`config.mk`:
```
export PLATFORM = sky130hd
export DESIGN_NAME = sact_front
export DESIGN_NICKNAME = d
export VERILOG_FILES = /design/src/rtl/sact_pkg.sv /design/src/rtl/sact_front.sv
export SDC_FILE = /design/constraint.sdc
export NUM_CORES = 1
export LEC_CHECK = 0
export BUFFER_PORTS_ARGS = -buffer_cell sky130_fd_sc_hd__buf_2
export CAP_MARGIN = 20
export CORE_MARGIN = 3
export CORE_UTILIZATION = 54
export CTS_BUF_LIST = sky130_fd_sc_hd__clkbuf_4 sky130_fd_sc_hd__clkbuf_8
export CTS_CLUSTER_SIZE = 30
export DETAILED_ROUTE_END_ITERATION = 6
export GPL_ROUTABILITY_DRIVEN = 0
export MAX_ROUTING_LAYER = met4
export PLACE_DENSITY_LB_ADDON = 0.25
export RECOVER_POWER = 50
export SLEW_MARGIN = 20
export SYNTH_ARGS = -nofsm -noshare
export SYNTH_HDL_FRONTEND = slang
export SYNTH_SLANG_ARGS = --single-unit
```
`constraint.sdc`:
```
create_clock -name i_clk -period 2.83 [get_ports i_clk]
set_clock_uncertainty 0.05 [all_clocks]
set_input_delay 0 -clock i_clk [delete_from_list [all_inputs] [get_ports i_clk]]
set_output_delay 0 -clock i_clk [all_outputs]
set_load 0.02 [all_outputs]
```
`src/rtl/sact_pkg.sv`:
```
// shared types and constants of the cache tag controller
package sact_pkg;

    // cache geometry
    localparam int SETS        = 64;
    localparam int WAYS        = 4;
    localparam int BLOCK_BYTES = 16;

    // register indexes of the configuration port
    localparam logic [1:0] REG_WRITE_POLICY = 2'd0;
    localparam logic [1:0] REG_REPL_POLICY  = 2'd1;
    localparam logic [1:0] REG_RANDOM_SEED  = 2'd2;

    // write policy codes
    localparam logic WP_WRITE_BACK    = 1'b0;
    localparam logic WP_WRITE_THROUGH = 1'b1;

    // replacement policy codes, RP_FIRST_WAY always evicts way 0
    localparam logic [1:0] RP_LRU       = 2'd0;
    localparam logic [1:0] RP_FIFO      = 2'd1;
    localparam logic [1:0] RP_RANDOM    = 2'd2;
    localparam logic [1:0] RP_FIRST_WAY = 2'd3;

    // placement codes
    localparam logic [1:0] PL_HIT     = 2'd0;
    localparam logic [1:0] PL_INVALID = 2'd1;
    localparam logic [1:0] PL_EVICT   = 2'd2;
    localparam logic [1:0] PL_NONE    = 2'd3;

    localparam logic [15:0] LFSR_MASK = 16'hB400;

    // one accepted access, passed from the front part to the back part
    typedef struct packed {
        logic [31:0] address;
        logic        func;
    } t_req;

    // one result beat
    typedef struct packed {
        logic        hit;
        logic [3:0]  way;
        logic [11:0] set_index;
        logic        fill_needed;
        logic [27:0] fill_block;
        logic        writeback_needed;
        logic [27:0] writeback_block;
        logic        memory_write;
        logic        line_dirty;
        logic [1:0]  placement;
    } t_res;

    // galois lfsr step, right shift
    function automatic logic [15:0] lfsr_next(input logic [15:0] v);
        lfsr_next = v[0] ? ((v >> 1) ^ LFSR_MASK) : (v >> 1);
    endfunction

endpackage

```
`src/rtl/sact_front.sv`:
```
// front part: accepts accesses and queues them for the back part
module sact_front #(
    parameter int DEPTH = 2
) (
    input  logic            i_clk,
    input  logic            i_rst_n,
    input  logic            i_start,
    input  logic [31:0]     i_address,
    input  logic            i_func,
    output logic            o_busy,
    output sact_pkg::t_req  o_req,
    output logic            o_req_valid,
    input  logic            i_req_take
);
    import sact_pkg::*;

    localparam int AW = (DEPTH > 1) ? $clog2(DEPTH) : 1;

    t_req            r_q [DEPTH];
    logic [AW-1:0]   r_wp, r_rp;
    logic [AW:0]     r_cnt;
    logic            push, pop;

    assign o_busy      = (r_cnt == (AW+1)'(DEPTH));
    assign push        = i_start && !o_busy;
    assign pop         = i_req_take && (r_cnt != '0);
    assign o_req_valid = (r_cnt != '0);
    assign o_req       = r_q[r_rp];

    // queue storage
    always_ff @(posedge i_clk) begin
        if (push) begin
            r_q[r_wp] <= '{address: i_address, func: i_func};
        end
    end

    // queue pointers
    always_ff @(posedge i_clk) begin
        if (!i_rst_n) begin
            r_wp  <= '0;
            r_rp  <= '0;
            r_cnt <= '0;
        end else begin
            if (push) r_wp <= (r_wp == AW'(DEPTH-1)) ? '0 : r_wp + 1'b1;
            if (pop)  r_rp <= (r_rp == AW'(DEPTH-1)) ? '0 : r_rp + 1'b1;
            r_cnt <= r_cnt + (AW+1)'(push) - (AW+1)'(pop);
        end
    end
endmodule

```
==> key figures, run 1 <==
Drt
  – Met2 WL: 2754 µm
  – WL/cell: 15.41 µm
  – 1st-iter DRT viols: 69
  – DRT Pass-1 Iters: 4
  – WL met3: 208 µm
  – Via Count: 1533
  – DRC Markers: 0
  – WL final: 4869 µm
  – Routed Antenna Nets: 0
  – Top Metal Used: met4
  – Vias per cell: 4.851
  – Metal1 wirelength: 1807 µm

Die
  – Die Ht: 77.67 µm
  – # rows: 25
  – Initial core utilization: 0.5721
  – Number of I/O pins: 72
  – Die X: 77.67 µm
  – DIE AREA: 0.006033 mm²
  – Core Area: 0.004848 mm²

Placement
  – Placed insts: 266
  – Detailed Place HPWL: 3144 µm
  – Port-buffer cells: 71

CTS
  – TritonCTS buffer count: 9
  – H-tree depth: 3
  – CTS Sinks: 71
  – Worst-skew pair later-pin latency: 0.32 ns
  – CTS tree: yes
  – Reg clk slew, reported paths: 0.07 ns
  – CTS Buffer Depth: 2
  – CTS Root Cell: clkbuf_8

Logic synthesis
  – Syn nets: 169
  – Register area share after synthesis: 0.7506
  – Synth warn: 0
  – Main combinational cell family by area after synthesis: multiplexers
  – Distinct cells, synth: 19
  – Synth Register Bits: 71
  – Simple-Gate Fraction of Synth Area: 0.02346
  – Xor and xnor area share after synthesis: 0.006315
  – Syn Area/Cell: 21.34 µm²
  – Compound-Gate Fraction of Synth Area: 0.002706
  – Synthesized instance count: 130
  – Synth Area in Adders: 0.009021
  – Multiplexer share of the synthesized area: 0.1782
  – Mapped Area: 0.002774 mm²

Global route
  – Total Routing Usage GR: 0.1790
  – Largest net degree at the start of global routing: 34
  – Initial antenna violation count: 0
  – Global-route wire length before repair: 7797 µm
  – Vias in the first global route: 1651
  – Grt ovf: 0

Power and ir drop
  – P per Cell Area: 872.1 mW/mm²
  – Static Leakage: 0.001397 µW
  – VDD IR-drop max: 0.5624 mV

Finish
  – Seq. cell area: 0.002082 mm²
  – Share of cells above drive strength 1: 0.3574
  – Final Non-Filler Cells: 316
  – Nets: 283
  – Fill count: 333
  – Multi-input combinational cell area: 573.1 µm²
  – Antenna diodes: 0
  – Area Growth Syn to Fin: 30.00%

Worst setup path
  – CP endpoint: o_req[20]
  – Crit. End Element: output pin
  – Setup CP Type: reg -> out
  – Worst-path maximum fanout: 20
  – CP Launch Type: register
  – Depth of the most critical reg-to-reg path: 4
  – Reg-to-reg critical path endpoint: r_q[0][6]
  – RR Startpoint: r_cnt[0]
  – Worst R2R Setup Slack: 0.91 ns
  – CP arrival: 2.09 ns
  – CP required: 2.78 ns

STA
  – RSZ-0062 raised after global routing: false
  – Max-slew headroom: 0.4263
  – Final min period: 2.140 ns
  – Worst Max-Slew Pin Slew: 0.8606 ns
  – Fin. max-slew vios: 0
  – Final period util: 0.7561
  – Setup TNS: 0 ns
  – Final Hold Fails: 0
  – Final setup violation count: 0
  – Fin Hold WS: 0.05335 ns
  – Fmax: 467.4 MHz

Worst hold path
  – Hold Path Class: in -> reg

Outcome
  – Status: finished, final reports clean

Job
  – Maxcap violations: 0
worst max-delay path, cell delays in order, from the launching register on:
cell and delay (ns):
dfxtp_1 0.75, buf_4 0.47, mux2_2 0.38, buf_2 0.16
routing by layer:
metal / global-route usage / vias up
met4: 0.08719 / 0
met3: 0.03596 / 13
met5: - / -
li1: - / 725
met1: 0.1853 / 743
met2: 0.3219 / 52
layout make-up:
type | instances | share of cell area
inverters | 3 | 0.003123
flip-flops and latches | 71 | 0.5774
well taps | 67 | 0.02325
repair buffers | 107 | 0.1881
multi-input cells | 52 | 0.1589
clock buffers | 14 | 0.04650
clock inverters | 2 | 0.002776
metrics by stage:
stage	util	setup WS, ns	total power (µW)	cell area, µm²
CTS	0.7600	0.8348	3250	3685
detailed placement	0.6532	1.019	2516	3167
global route	0.7437	0.5802	3290	3606
floorplan	-	0.3803	2281	2774
finish	0.7437	0.6903	3145	3606
global placement	0.6532	1.215	2467	3167
report_power, final:
group	switching, µW	total (µW)	internal (µW)
Combinational	565	997	432
Clock	321	700	379
Sequential	87.9	1450	1360
cell families (layout without fill, tap and decap cells):
| kind of cell | count (synthesis) | after routing |
|---|---|---|
| AND/OR/NAND/NOR | 13 | 13 |
| AO/OA/AOI/OAI | 1 | 1 |
| buffers and inverters | 7 | 126 |
| XOR/XNOR | 2 | 2 |
| flip-flops | 71 | 71 |
| adder cells (fa/ha/maj) | 2 | 2 |
| multiplexers | 34 | 34 |
synth_stat cells (all sizes together):
cell	n	area, µm²
or2	1	6.260
nor3	1	5.000
dfxtp	5	100.1
o21a	1	7.510
buf	4	71.32
inv	3	11.26
nand2	2	7.510
mux2i	1	10.01
nor2	4	15.01
edfxtp	66	1982
ha	2	25.02
xnor2	1	8.760
mux2	33	484.2
xor2	1	8.760
nand2b	2	12.51
and3	1	6.260
and2	2	12.51
how the worst min path moves through the flow:
stage	slack, ns	from	cells past startpoint	endpoint
after floorplan	0.05	i_func	0	r_q[0][0]
after detailed placement	0.14	i_address[28]	1	r_q[1][29]
after global routing	0.06	i_start	3	r_wp
after CTS	0.04	i_start	3	r_wp
after global placement	0.14	i_address[24]	1	r_q[0][25]
final	0.05	i_start	3	r_wp
registers in the layout, summed over array words and instances (netlist names), named ones only:
signal	count
r_wp	1
r_cnt	2
r_rp	1
r_q	66
placed cells by master, fill, tap and decap left out, drive strengths merged:
cell	Yosys	final
and2	2	2
clkbuf	0	40
clkinv	0	2
xor2	1	1
nand2	2	2
xnor2	1	1
nand2b	2	2
mux2i	1	1
buf	4	47
dlygate4sd3	0	34
ha	2	2
or2	1	1
mux2	33	33
nor3	1	1
inv	3	3
o21a	1	1
and3	1	1
nor2	4	4
dfxtp	5	5
edfxtp	66	66
timing repair:
item,CTS,global route
gates resized for setup,0,0
hold endpoints to repair,71,0
setup endpoints to repair,0,0
setup buffers,0,0
hold buffers,34,0
No activity file was read; power rests on OpenSTA's default activity.
==> inputs of run 2 (changes only) <==
ABC_AREA = 1   (was not set)
clock period = 2.1 ns   (was 2.83 ns; I/O delays follow)
==> run 2 against run 1 <==
  * Via count grew 5.5%
  * Synthesized area grew 0.41%
  * Synthesized cell count grew 8.5%
  * Sequential share of layout area shrank 1.7 points
  * Largest power group unchanged
  * First-iteration DRC count shrank 10%
  * Worst setup slack lost 0.45 ns
  * Non-clock buffer count grew 5
  * Routed wire length grew 5.4%
  * Design area grew 3.1%
  * Combinational power grew 34%
  * Sequential power grew 30%
  * Global-route usage grew 0.92 points
==> key figures, run 2 <==
Outcome
  – Status: finished, final reports clean (unchanged)

Logic synthesis
  – Synth Area in Adders: 0.008985 (was 0.009021)
  – Synth warn: 0 (unchanged)
  – Simple-Gate Fraction of Synth Area: 0.02830 (was 0.02346)
  – Cell taking the most area after synthesis: edfxtp_1 (unchanged)
  – Mapped Area: 0.002785 mm² (was 0.002774 mm²)
  – Area contributors post-synth: edfxtp_1 (71%), mux2_4 (16%), dfxtp_1 (3.6%) (unchanged)
  – Post-synth EDFFs: 66 (unchanged)
  – Post-synth ARST share: 0 (unchanged)
  – Synthesized instance count: 141 (was 130)
  – Multiplexer share of the synthesized area: 0.1739 (was 0.1782)
  – Primary FF master, synth: edfxtp_1 (unchanged)
  – Syn nets: 180 (was 169)
  – Synth top area share: 0.7116 (was 0.7145)
  – Syn Area/Cell: 19.75 µm² (was 21.34 µm²)
  – Main combinational cell family by area after synthesis: multiplexers (unchanged)
  – Distinct cells, synth: 12 (was 19)
  – Synth Register Bits: 71 (unchanged)
  – Register area share after synthesis: 0.7475 (was 0.7506)
  – Compound-Gate Fraction of Synth Area: 0.003594 (was 0.002706)
  – Commonest cells in the netlist: edfxtp_1 (66), mux2_4 (30), inv_1 (9), nand2_1 (9), nor2_1 (8) (was edfxtp_1 (66), mux2_4 (30), dfxtp_1 (5), nor2_1 (4))
  – Xor and xnor area share after synthesis: 0 (was 0.006315)
  – Count leader, synth: edfxtp_1 (unchanged)

Worst setup path
  – CP max-delay cell: clkbuf_1 (was dfxtp_1)
  – CP Launch Type: register (unchanged)
  – CP required: 2.01 ns (was 2.78 ns)
  – Buffers & Inverters on Critical Path: 2 (unchanged)
  – RR Startpoint: r_cnt[0] (unchanged)
  – CP startpoint: r_cnt[0]
  – CP peak stage delay: 0.62 ns (was 0.75 ns)
  – CP arrival: 1.76 ns (was 2.09 ns)
  – Setup CP Type: reg -> reg (was reg -> out)
  – Crit. End Element: register (was output pin)
  – Worst path cell trace: inv_1 > nand2_1 > nand2_1 > nor2_4 > clkbuf_1 (was buf_4 > mux2_2 > buf_2)
  – Top cell family by delay on the critical path: buffers and inverters (was flip-flops)
  – Worst-path maximum fanout: 14 (was 20)
  – Most numerous cell on the critical path: nand2_1

STA
  – Setup TNS: 0 ns (unchanged)
  – Max-slew headroom: 0.4559 (was 0.4263)
  – RSZ-0062 raised after global routing: false (unchanged)
  – Final setup violation count: 0 (unchanged)
  – Worst Max-Slew Pin Slew: 0.8162 ns (was 0.8606 ns)
  – Fmax: 538.6 MHz
  – Final min period: 1.857 ns
  – Final Hold Fails: 0 (unchanged)
  – Fin. max-slew vios: 0 (unchanged)
  – Final setup margin: 0.2433 ns (was 0.6903 ns)
  – Final period util: 0.8842

CTS
  – CTS tree: yes (unchanged)
  – Post-CTS setup buffers: 0 (unchanged)
  – Reg clk slew, reported paths: 0.07 ns (about the same)
  – CTS Sinks: 71 (unchanged)
  – H-tree depth: 3 (unchanged)
  – CTS Root Cell: clkbuf_8 (unchanged)
  – Worst-skew pair later-pin latency: 0.33 ns (was 0.32 ns)
  – TritonCTS buffer count: 9 (unchanged)
  – CTS Buffer Depth: 2 (unchanged)

Die
  – Die Ht: 77.82 µm (was 77.67 µm)
  – Number of I/O pins: 72 (unchanged)
  – DIE AREA: 0.006055 mm² (was 0.006033 mm²)
  – Die X: 77.82 µm (was 77.67 µm)
  – # rows: 25 (unchanged)
  – Initial core utilization: 0.5745 (was 0.5721)
  – Core Area: 0.004848 mm² (unchanged)

Worst hold path
  – Hold_sp: i_address[13] (was i_start)
  – Hold Path Class: in -> reg (unchanged)

Power and ir drop
  – P per Cell Area: 1137 mW/mm² (was 872.1 mW/mm²)
  – Pwr Total: 4225 µW (was 3145 µW)
  – VDD IR-drop max: 0.6849 mV (was 0.5624 mV)
  – Static Leakage: 0.001477 µW (was 0.001397 µW)

Global route
  – Largest net degree at the start of global routing: 34 (unchanged)
  – Vias in the first global route: 1773 (was 1651)
  – Total Routing Usage GR: 0.1882 (was 0.1790)
  – Global-route wire length before repair: 8286 µm (was 7797 µm)
  – Initial antenna violation count: 0 (unchanged)
  – Grt ovf: 0 (unchanged)

Finish
  – Top flop regs: r_q (66), r_cnt (2) (unchanged)
  – Share of cells above drive strength 1: 0.3698 (was 0.3574)
  – Area Growth Syn to Fin: 33.47% (was 30.00%)
  – Commonest non-fill, non-tap cell in the layout: edfxtp_1 (unchanged)
  – Design area: 0.003717 mm² (was 0.003606 mm²)
  – Reg with most FFs: r_q (unchanged)
  – Antenna diodes: 0 (unchanged)
  – Nets: 299 (was 283)
  – Max reg flops: 66 (unchanged)
  – Most frequent cells in the layout: edfxtp_1 (66), buf_2 (46), dlygate4sd3_1 (36) (was edfxtp_1 (66), buf_2 (45), dlygate4sd3_1 (34))

Placement
  – Detailed Place HPWL: 3276 µm (was 3144 µm)
  – Worst slack at placement: 0.3536 ns (was 1.019 ns)
  – Placed cell area: 0.003212 mm² (was 0.003167 mm²)
  – Port-buffer cells: 71 (unchanged)

Drt
  – 1st-iter DRT viols: 62 (was 69)
  – Routed Antenna Nets: 0 (unchanged)
  – WL/cell: 15.46 µm (was 15.41 µm)
  – Vias per cell: 4.870 (was 4.851)
  – DRT Pass-1 Iters: 4 (unchanged)
  – DRC Markers: 0 (unchanged)
  – WL final: 5133 µm (was 4869 µm)
  – Via Count: 1617 (was 1533)

Job
  – Maxcap violations: 0 (unchanged)
-- run 2: cell types whose count changed after synthesis, sizes merged, moves of 2 or more --
cell / delta
inv: +6
nor2: +4
a21oi: +2
nand2: +7
and2: -2
nand2b: -2
nand3: +3
-- run 2: routing by layer --
metal | GRT usage | wire length, µm
met5 | - | 0
met1 | 0.1951 | 1894
met3 | 0.05800 | 272
met4 | 0.06940 | 71
met2 | 0.3339 | 2894
-- run 2: layout make-up --
cell class	count	area, µm²
inverters	9	33.78
repair buffers	112	728.2
clock inverters	6	51.30
multi-input cells	57	605.6
flip-flops and latches	71	2083
well taps	67	83.83
fillers	294	1131
clock buffers	10	131.4
-- run 2: what timing repair did --
action,in CTS,in global routing
hold endpoints to repair,71,0
gates resized for setup,0,0
hold buffers,36,0
-- run 2: final timing paths --
path	end	slack (ns)	cells past startpoint
worst max-delay path	r_q[0][6]	0.24	5
worst min-delay path	r_q[0][14]	0.33	2
worst max register to register	r_q[0][6]	0.24	5
worst min register to register	register	0.50	2
-- run 2: kinds of logic after synthesis --
group	after synthesis
flip-flops	71
multiplexers	33
AND/OR/NAND/NOR	20
buffers and inverters	13
AO/OA/AOI/OAI	2
adder cells (fa/ha/maj)	2
-- run 2: power by group --
part	switching, µW	leakage, µW	internal (µW)	total [µW]
registers	77.2	0.000658	1800	1880
logic	751	0.000722	592	1340
clock network	459	0.0000960	546	1000
-- run 2: through the flow --
step | hold slack [ns] | std cells | utilization
after global routing | 0.3326 | 332 | 0.7667
after detailed placement | 0.1411 | 280 | 0.6625
after global placement | 0.1376 | 280 | 0.6625
after CTS | 0.3226 | 332 | 0.7745
after floorplan | 0.04345 | 141 | -
final | 0.3339 | 332 | 0.7667
==> inputs of run 3 (changes only) <==
CORE_UTILIZATION = 30   (was 54)
MAX_ROUTING_LAYER = not set   (was met4)
==> run 3 against run 2 <==
  * Design area grew 0.71%
  * Cell count grew 12%
  * Maximum frequency grew 13%
  * Largest cell class unchanged
  * Largest power group unchanged
==> key figures, run 3 (synthesis results as in run 2) <==
CTS
  – CTS Buffer Depth: 2 (unchanged)
  – TritonCTS buffer count: 9 (unchanged)
  – CTS Root Cell: clkbuf_8 (unchanged)
  – CTS tree: yes (unchanged)
  – Worst-skew pair later-pin latency: 0.33 ns (about the same)
  – Post-CTS setup buffers: 0 (unchanged)
  – CTS Sinks: 71 (unchanged)
  – Reg clk slew, reported paths: 0.07 ns (about the same)
  – H-tree depth: 3 (unchanged)

Worst setup path
  – Top cell family by delay on the critical path: buffers and inverters (unchanged)
  – CP startpoint: r_cnt[0] (unchanged)
  – CP endpoint: r_q[0][5] (was r_q[0][6])
  – CP Launch Type: register (unchanged)
  – Worst-path maximum fanout: 33 (was 14)
  – Most numerous cell on the critical path: nand2_1 (unchanged)
  – CP max-delay cell: clkbuf_4 (was clkbuf_1)
  – Worst R2R Setup Slack: 0.46 ns (was 0.24 ns)
  – Depth of the most critical reg-to-reg path: 5 (unchanged)
  – RR Startpoint: r_cnt[0] (unchanged)
  – Worst path cell trace: inv_1 > nand2_1 > nand2_1 > nor2_4 > clkbuf_4 (was inv_1 > nand2_1 > nand2_1 > nor2_4 > clkbuf_1)
  – CP peak stage delay: 0.46 ns (was 0.62 ns)
  – Setup CP Type: reg -> reg (unchanged)
  – Crit. End Element: register (unchanged)
  – Reg-to-reg critical path endpoint: r_q[0][5] (was r_q[0][6])
  – CP required: 2.02 ns (was 2.01 ns)
  – CP arrival: 1.57 ns (was 1.76 ns)
  – Cell depth of the worst setup path: 5 (unchanged)
  – Buffers & Inverters on Critical Path: 2 (unchanged)

Finish
  – Nets: 298 (was 299)
  – Share of cells above drive strength 1: 0.3712 (was 0.3698)
  – Multi-input combinational cell area: 605.6 µm² (unchanged)
  – Fill count: 833 (was 294)
  – Commonest non-fill, non-tap cell in the layout: edfxtp_1 (unchanged)
  – Max reg flops: 66 (unchanged)
  – Seq. cell area: 0.002083 mm² (unchanged)
  – Antenna diodes: 0 (unchanged)
  – Top flop regs: r_q (66), r_cnt (2) (unchanged)
  – Most frequent cells in the layout: edfxtp_1 (66), buf_2 (43), dlygate4sd3_1 (36) (was edfxtp_1 (66), buf_2 (46), dlygate4sd3_1 (36))
  – Area Growth Syn to Fin: 34.41% (was 33.47%)
  – Reg with most FFs: r_q (unchanged)

Global route
  – Global-route wire length before repair: 7797 µm (was 8286 µm)
  – Grt ovf: 0 (unchanged)
  – Total Routing Usage GR: 0.1019 (was 0.1882)
  – Vias in the first global route: 1577 (was 1773)
  – Initial antenna violation count: 0 (unchanged)
  – Largest net degree at the start of global routing: 34 (unchanged)

Drt
  – DRC Markers: 0 (unchanged)
  – Routed Antenna Nets: 0 (unchanged)
  – Via Count: 1583 (was 1617)
  – Vias per cell: 4.255 (was 4.870)
  – WL/cell: 13.56 µm (was 15.46 µm)
  – 1st-iter DRT viols: 45 (was 62)
  – DRT Pass-1 Iters: 4 (unchanged)
  – WL final: 5043 µm (was 5133 µm)

STA
  – Fin. max-slew vios: 0 (unchanged)
  – Final period util: 0.7820 (was 0.8842)
  – Final min period: 1.642 ns (was 1.857 ns)
  – Max-slew headroom: 0.6535 (was 0.4559)
  – Fmax: 608.9 MHz (was 538.6 MHz)
  – Final setup violation count: 0 (unchanged)
  – Final Hold Fails: 0 (unchanged)
  – Worst Max-Slew Pin Slew: 0.5198 ns (was 0.8162 ns)
  – Setup TNS: 0 ns (unchanged)
  – RSZ-0062 raised after global routing: false (unchanged)

Die
  – Initial core utilization: 0.3148 (was 0.5745)
  – Core Area: 0.008848 mm² (was 0.004848 mm²)
  – Number of I/O pins: 72 (unchanged)
  – Die X: 102.4 µm (was 77.82 µm)
  – # rows: 34 (was 25)
  – Die Ht: 102.4 µm (was 77.82 µm)
  – DIE AREA: 0.01048 mm² (was 0.006055 mm²)

Placement
  – Detailed Place HPWL: 3068 µm (was 3276 µm)
  – Port-buffer cells: 71 (unchanged)

Power and ir drop
  – Static Leakage: 0.001460 µW (was 0.001477 µW)
  – VDD IR-drop max: 0.5094 mV (was 0.6849 mV)
  – P per Cell Area: 1092 mW/mm² (was 1137 mW/mm²)
  – Pwr Total: 4087 µW (was 4225 µW)

Job
  – Maxcap violations: 0 (unchanged)

Outcome
  – Status: finished, final reports clean (unchanged)

Worst hold path
  – Hold Path Class: in -> reg (unchanged)
run 3: changes by cell type in the layout (fill, tap and decap cells not counted):
| cell | previous run | this run |
|---|---|---|
| bufinv_16 | 1 | 0 |
| clkinv_1 | 3 | 1 |
| clkbuf_1 | 26 | 27 |
| clkbuf_2 | 1 | 2 |
| clkinv_4 | 0 | 1 |
| clkinv_2 | 2 | 4 |
| buf_2 | 46 | 43 |
| buf_4 | 2 | 1 |
| clkinvlp_4 | 0 | 1 |
run 3: worst min-delay path by stage:
stage,startpoint,endpoint,cells after the start
2_1_floorplan,i_rst_n,r_cnt[0],2
3_3_place_gp,i_address[12],r_q[1][13],1
3_5_place_dp,i_address[10],r_q[1][11],1
4_1_cts,i_address[1],r_q[0][2],2
5_1_grt,i_address[14],r_q[0][15],2
6_report,i_address[14],r_q[0][15],2
run 3: per-layer routing:
layer	global-route usage	wire length, µm
met5	0	0
met4	0.04844	110
met3	0.03072	237
met2	0.1689	2592
met1	0.1213	2103
run 3: layout make-up:
class,count,share of cell area
flip-flops and latches,71,0.5565
repair buffers,111,0.1928
multi-input cells,57,0.1618
well taps,108,0.03610
clock buffers,9,0.03309
clock inverters,7,0.01070
inverters,9,0.009024
run 3: report_power, final:
| part | leakage, µW | switching [µW] | internal, µW |
|---|---|---|---|
| registers | 0.000658 | 62.0 | 1800 |
| logic | 0.000715 | 741 | 586 |
| clock network | 0.0000862 | 481 | 417 |
| total | 0.00146 | 1280 | 2800 |
run 3: what timing repair did:
action,CTS,global route
hold buffers,36,0
endpoints found under the hold margin,71,0
resized for setup,0,0
run 3: per-stage QoR:
step / hold slack, ns / instances / worst slack, ns / utilization / area, µm²
final: 0.3399 / 372 / 0.4577 / 0.4231 / 3744
after global routing: 0.3281 / 372 / 0.3000 / 0.4231 / 3744
after CTS: 0.3094 / 372 / 0.4611 / 0.4286 / 3792
after detailed placement: 0.1417 / 320 / 0.4749 / 0.3693 / 3268
after global placement: 0.1392 / 320 / 0.5333 / 0.3693 / 3268
after floorplan: 0.04345 / 141 / 0.2136 / - / 2788
